`config.mk`:
```
export PLATFORM = sky130hd
export DESIGN_NAME = pss_pair_cmp
export DESIGN_NICKNAME = d
export VERILOG_FILES = /design/src/rtl/pss_pkg.sv /design/src/rtl/pss_pair_cmp.sv
export SDC_FILE = /design/constraint.sdc
export NUM_CORES = 1
export LEC_CHECK = 0
export ABC_CLOCK_PERIOD_IN_PS = 7400
export BUFFER_PORTS_ARGS = -buffer_cell sky130_fd_sc_hd__buf_2
export CAP_MARGIN = 15
export CORE_AREA = 2 2 96 70
export DETAILED_ROUTE_END_ITERATION = 12
export DIE_AREA = 0 0 98 72
export PLACE_DENSITY = 0.87
export SLEW_MARGIN = 10
export SYNTH_ARGS = -nofsm -noshare
export SYNTH_HDL_FRONTEND = slang
export SYNTH_SLANG_ARGS = --single-unit
```
`constraint.sdc`:
```
create_clock -name vclk -period 7.4
set_input_delay 1.11 -clock vclk [all_inputs]
set_output_delay 1.11 -clock vclk [all_outputs]
set_load 0.05 [all_outputs]
```
`src/rtl/pss_pkg.sv`:
```
package pss_pkg;

   // widths fixed by the item formats
   localparam int VALUE_W   = 32;
   localparam int OUT_IDX_W = 10;

   // one pair test and its outcome
   typedef struct packed {
      logic                       hit;
      logic signed [VALUE_W:0]    sum;
   } pair_res_type;

endpackage

```
`src/rtl/pss_pair_cmp.sv`:
```
module pss_pair_cmp (
   input  logic signed [pss_pkg::VALUE_W-1:0] first_val,
   input  logic signed [pss_pkg::VALUE_W-1:0] second_val,
   input  logic signed [pss_pkg::VALUE_W-1:0] target_val,
   output pss_pkg::pair_res_type              res
);
   import pss_pkg::*;

   logic signed [VALUE_W:0] sum_wide;
   logic signed [VALUE_W:0] target_wide;

   // exact sum one bit wider than the operands, so it never wraps
   assign sum_wide    = {first_val[VALUE_W-1], first_val}
                      + {second_val[VALUE_W-1], second_val};
   assign target_wide = {target_val[VALUE_W-1], target_val};

   assign res.sum = sum_wide;
   assign res.hit = (sum_wide == target_wide);

endmodule

```
After elaboration in Yosys (flattened, before gate mapping)
Index checks and enable logic that the tools add are counted.
{"block": "classes", "n_addsub": 1, "mul": 0, "div_mod_pow": 0, "order_cmp": 0, "n_eq_ne": 1, "shift": 0, "n_mux": 0, "bitwise_logic": 0, "n_reduce_logical": 0}
{"operator": "$add A32 B32 Y33", "n": 1}
{"operator": "$eq A33 B32 Y1", "n": 1}
{"block": "totals", "ff_bits": 0, "latchBits": 0, "mem_bits_rw": 0, "mem_bits_ro": 0, "inputBits": 96, "output_inout_bits": 34, "wordCells": 2, "n_memories": 0}

Longest topological paths before layout
{"block": "logic_depth", "word_depth": 2, "ltp_mapped": 13, "depth_no_buf": 13}

Least setup slack after synthesis
OpenSTA, ideal clock, no wires.
{"block": "synth_path", "path_type": "input -> output", "from": "input port first_val[0] (netlist name)", "to": "output port res[33] (netlist name)", "arrival_ns": 5.188, "t_required_ns": 6.290, "setup_slack_ns": 1.102, "cell_stages": 13, "path_buffers": 0, "path_cell_list": "ha_1 > inv_1 > fa_1 > xnor2_1 > xor2_1 > a2111oi_2 > nand4_1 > a311o_1 > nor4_1 > nand4_1 > nor4b_2 > nand4_1 > nor4_2"}
{"item": "start, declared", "line_no": "pss_pair_cmp.sv:2", "text": "input logic signed [pss_pkg::VALUE_W-1:0] first_val,"}
{"item": "end, declared", "line_no": "pss_pair_cmp.sv:5", "text": "output pss_pkg::pair_res_type res"}

==> impl_metrics.yaml <==
drt:
  postRouteAntennaNets: 0
  drt_iter0_drc: 300
  drtPass1Iterations: 5
  detailed_route_vias_per_instance: 5.86
  avgRoutedWirePerCell_um: 16.3
  routed_wirelength_um: 9150
  num_vias: 3284
  remaining_drc_errors: 0
yosys:
  netlist_instances: 371
  avgSynthCellArea_um2: 7.31
  synth.net_count: 500
  netlist_area_mm2: 0.00271
  synth.lib_cells_used.distinct: 67
  sequential_fraction_of_the_synthesis_area_pct: 0
  yosys_warnings: 0
min_path:
  worstHoldEndpoint: "res[33]"
  min_from: "target_val[22]"
  holdPathStages: 5
  hp-class: "in -> out"
sta:
  achievable-frequency_mhz: 178
  timing.final.setup_violations: 0
  final.min_clock_period_ns: 5.60
  worstMarginPinSlew_ns: 0.769
  report.final.hold_viol_count: 0
  rsz0062_at_grt: "false"
  setup_tns_after_final_layout_ns: 0
  maxSlewViolCount: 0
  min_period_over_period_pct: 75.7
  worst_slew_margin_rel_pct: 48.2
global_route:
  grt_use_total_pct: 25.0
  vias_in_the_first_global_route: 3086
  grt_antenna_before_repair: 0
  globalRouteOverflowTotal: 0
  maximum_number_of_pins_on_one_net_before_global_route_repair: 12
  grt_pass1_wl_um: 14800
critical_path:
  setup.worst_path.class: "in -> out"
  worst_ep_required_time_ns: 6.29
  setup.worst_path.start_class: "primary input"
  arrival_ns: 4.49
  timing.critical_path.to_type: "output pin"
  critPathMaxFanout: 5
place:
  cell_area_after_placement_mm2: 0.00337
  gp_congestion: 0.871
  detailedPlacementHpwl_um: 8020
  port_buffers: 130
final_layout:
  area_growth_syn_to_layout_pct: 24.1
  final.fill_count: 598
  multi_input_comb_area_mm2: 0.00258
  final_cell_area_mm2: 0.00337
  sequential_cell_area_um2: 0
  layout-drive-gt1-share_pct: 30.3
  finalNetCount: 613
  insertedDiodeCount: 0
  numSequentialCells: 0
  num-clock-buffers: 0
floorplanning:
  ios: 130
  placement_rows: 24
  die_y_um: 72
  starting_density_of_the_core_pct: 44.5
  placeableCoreArea_mm2: 0.00610
  fp.dieW_um: 98
  floorplan.die_area_mm2: 0.00706
clock_tree:
  cts_post_setup_buffers_inserted: 0
  ctsHoldBuffers: 0
  cts_repair_resize_count: 0
pwr:
  share_seq_of_total_power_pct: 0
  ir_drop_uv: 96.0
  power.static_leakage_uw: 0.00161
  cellInternalPower_uw: 163
  power.switching_fraction_pct: 67.3
  pwr-share-clk_pct: 0
  finalPower_uw: 498
  switching_power_uw: 335
  power_per_cell_area_mw_per_mm2: 148
  combinationalPowerShare_pct: 100.0
run:
  cap_viol_max_count: 0
status:
  result_of_the_run: "complete, no violations"
==> worst max-delay path, cell delays in order <==
cell	delay, ns
buf_2	0.08
ha_1	0.17
inv_1	0.06
fa_1	0.40
nor2b_1	0.21
o21a_4	0.19
nor2_2	0.06
o31ai_2	0.56
a21oi_1	0.27
a31oi_1	0.32
a21oi_1	0.11
nor3b_1	0.25
a211oi_1	0.11
nor4_2	0.27
buf_2	0.30
==> cell families after synthesis <==
family | count (synthesis) | share of synthesized area (%)
AO/OA/AOI/OAI | 122 | 32.7
AND/OR/NAND/NOR | 120 | 23.3
XOR/XNOR | 65 | 23.1
adder cells (fa/ha/maj) | 33 | 15.5
buffers and inverters | 30 | 5.03
multiplexers | 1 | 0.369
==> metal layers <==
layer / GRT usage, % / part of all wire [%]
met1: 36.1 / 46
met2: 42.0 / 44
met3: 2.89 / 9.0
met4: 2.01 / 0.90
met5: 0 / 0
==> cell usage in the layout (no fill, tap or decap), types with 4 or more instances in the layout <==
cell type and n:
xor2_1 20, inv_1 11, o21a_1 7, nor2_1 26, buf_2 130, nor2b_1 5, a21o_1 12, nand4_1 13
nor3_1 8, nand2_1 26, or3_1 5, xnor2_1 41, and3_1 5, nand3_1 11, ha_1 32, a21oi_1 33
o21ai_0 17, o211ai_1 4, a211oi_1 7
==> layout make-up <==
cell class	instances	area share (%)
Tap cell	78	2.90
Timing Repair Buffer	130	19.3
Inverter	11	1.23
Multi-Input combinational cell	341	76.5
==> per-stage QoR <==
stage / utilization [%] / cells / setup WS, ns / hold WS, ns
2_1_floorplan: - / 371 / 1.10 / 2.44
3_3_place_gp: 55.2 / 560 / 1.90 / 2.68
3_5_place_dp: 55.2 / 560 / 1.84 / 2.69
4_1_cts: 55.2 / 560 / 1.82 / 2.69
5_1_grt: 55.2 / 560 / 1.53 / 2.72
6_report: 55.2 / 560 / 1.80 / 2.68
==> worst max-delay path by stage <==
stage / cells after the start / slack (ns) / startpoint / end
floorplan: 13 / 1.10 / first_val[0] / res[33]
global placement: 15 / 1.90 / first_val[0] / res[33]
detailed placement: 15 / 1.84 / second_val[0] / res[33]
CTS: 15 / 1.82 / second_val[0] / res[33]
global route: 15 / 1.53 / second_val[0] / res[33]
finish: 15 / 1.80 / second_val[0] / res[33]
==> power groups by stage <==
stage	clock, µW	sequential, µW	combinational (µW)
CTS	0	0	495
global route	0	0	530
global placement	0	0	488
detailed placement	0	0	493
floorplan	0	0	375
finish	0	0	498
==> synth_stat cells (2+ instances only) <==
cell | n | area, µm²
nand4_1 | 13 | 81.3
a221oi_1 | 2 | 17.5
o211ai_1 | 4 | 30.0
a31oi_1 | 3 | 18.8
o21ai_0 | 17 | 85.1
a211o_1 | 3 | 26.3
a211oi_1 | 7 | 52.6
xnor3_1 | 2 | 45.0
nor2_1 | 26 | 97.6
nor3b_1 | 3 | 22.5
xnor2_1 | 41 | 359
nand2b_1 | 2 | 12.5
nand3_1 | 11 | 55.1
xor3_1 | 2 | 47.6
a21o_1 | 12 | 90.1
ha_1 | 32 | 400
clkbuf_1 | 9 | 33.8
xor2_1 | 20 | 175
o211a_1 | 3 | 30.0
o21bai_1 | 3 | 22.5
o2111ai_1 | 3 | 26.3
nor2b_1 | 5 | 31.3
buf_2 | 7 | 35.0
nor4_1 | 2 | 12.5
a21oi_1 | 33 | 165
and3_1 | 5 | 31.3
a41oi_1 | 2 | 17.5
buf_4 | 2 | 15.0
o21a_1 | 7 | 52.6
nand2_1 | 26 | 97.6
o22ai_1 | 2 | 12.5
o21ai_1 | 2 | 10.0
or3_1 | 5 | 31.3
o31ai_2 | 2 | 25.0
and2_1 | 3 | 18.8
inv_1 | 11 | 41.3
a2111oi_0 | 2 | 17.5
nor3_1 | 8 | 40.0
(Power assumes the default switching activity.)
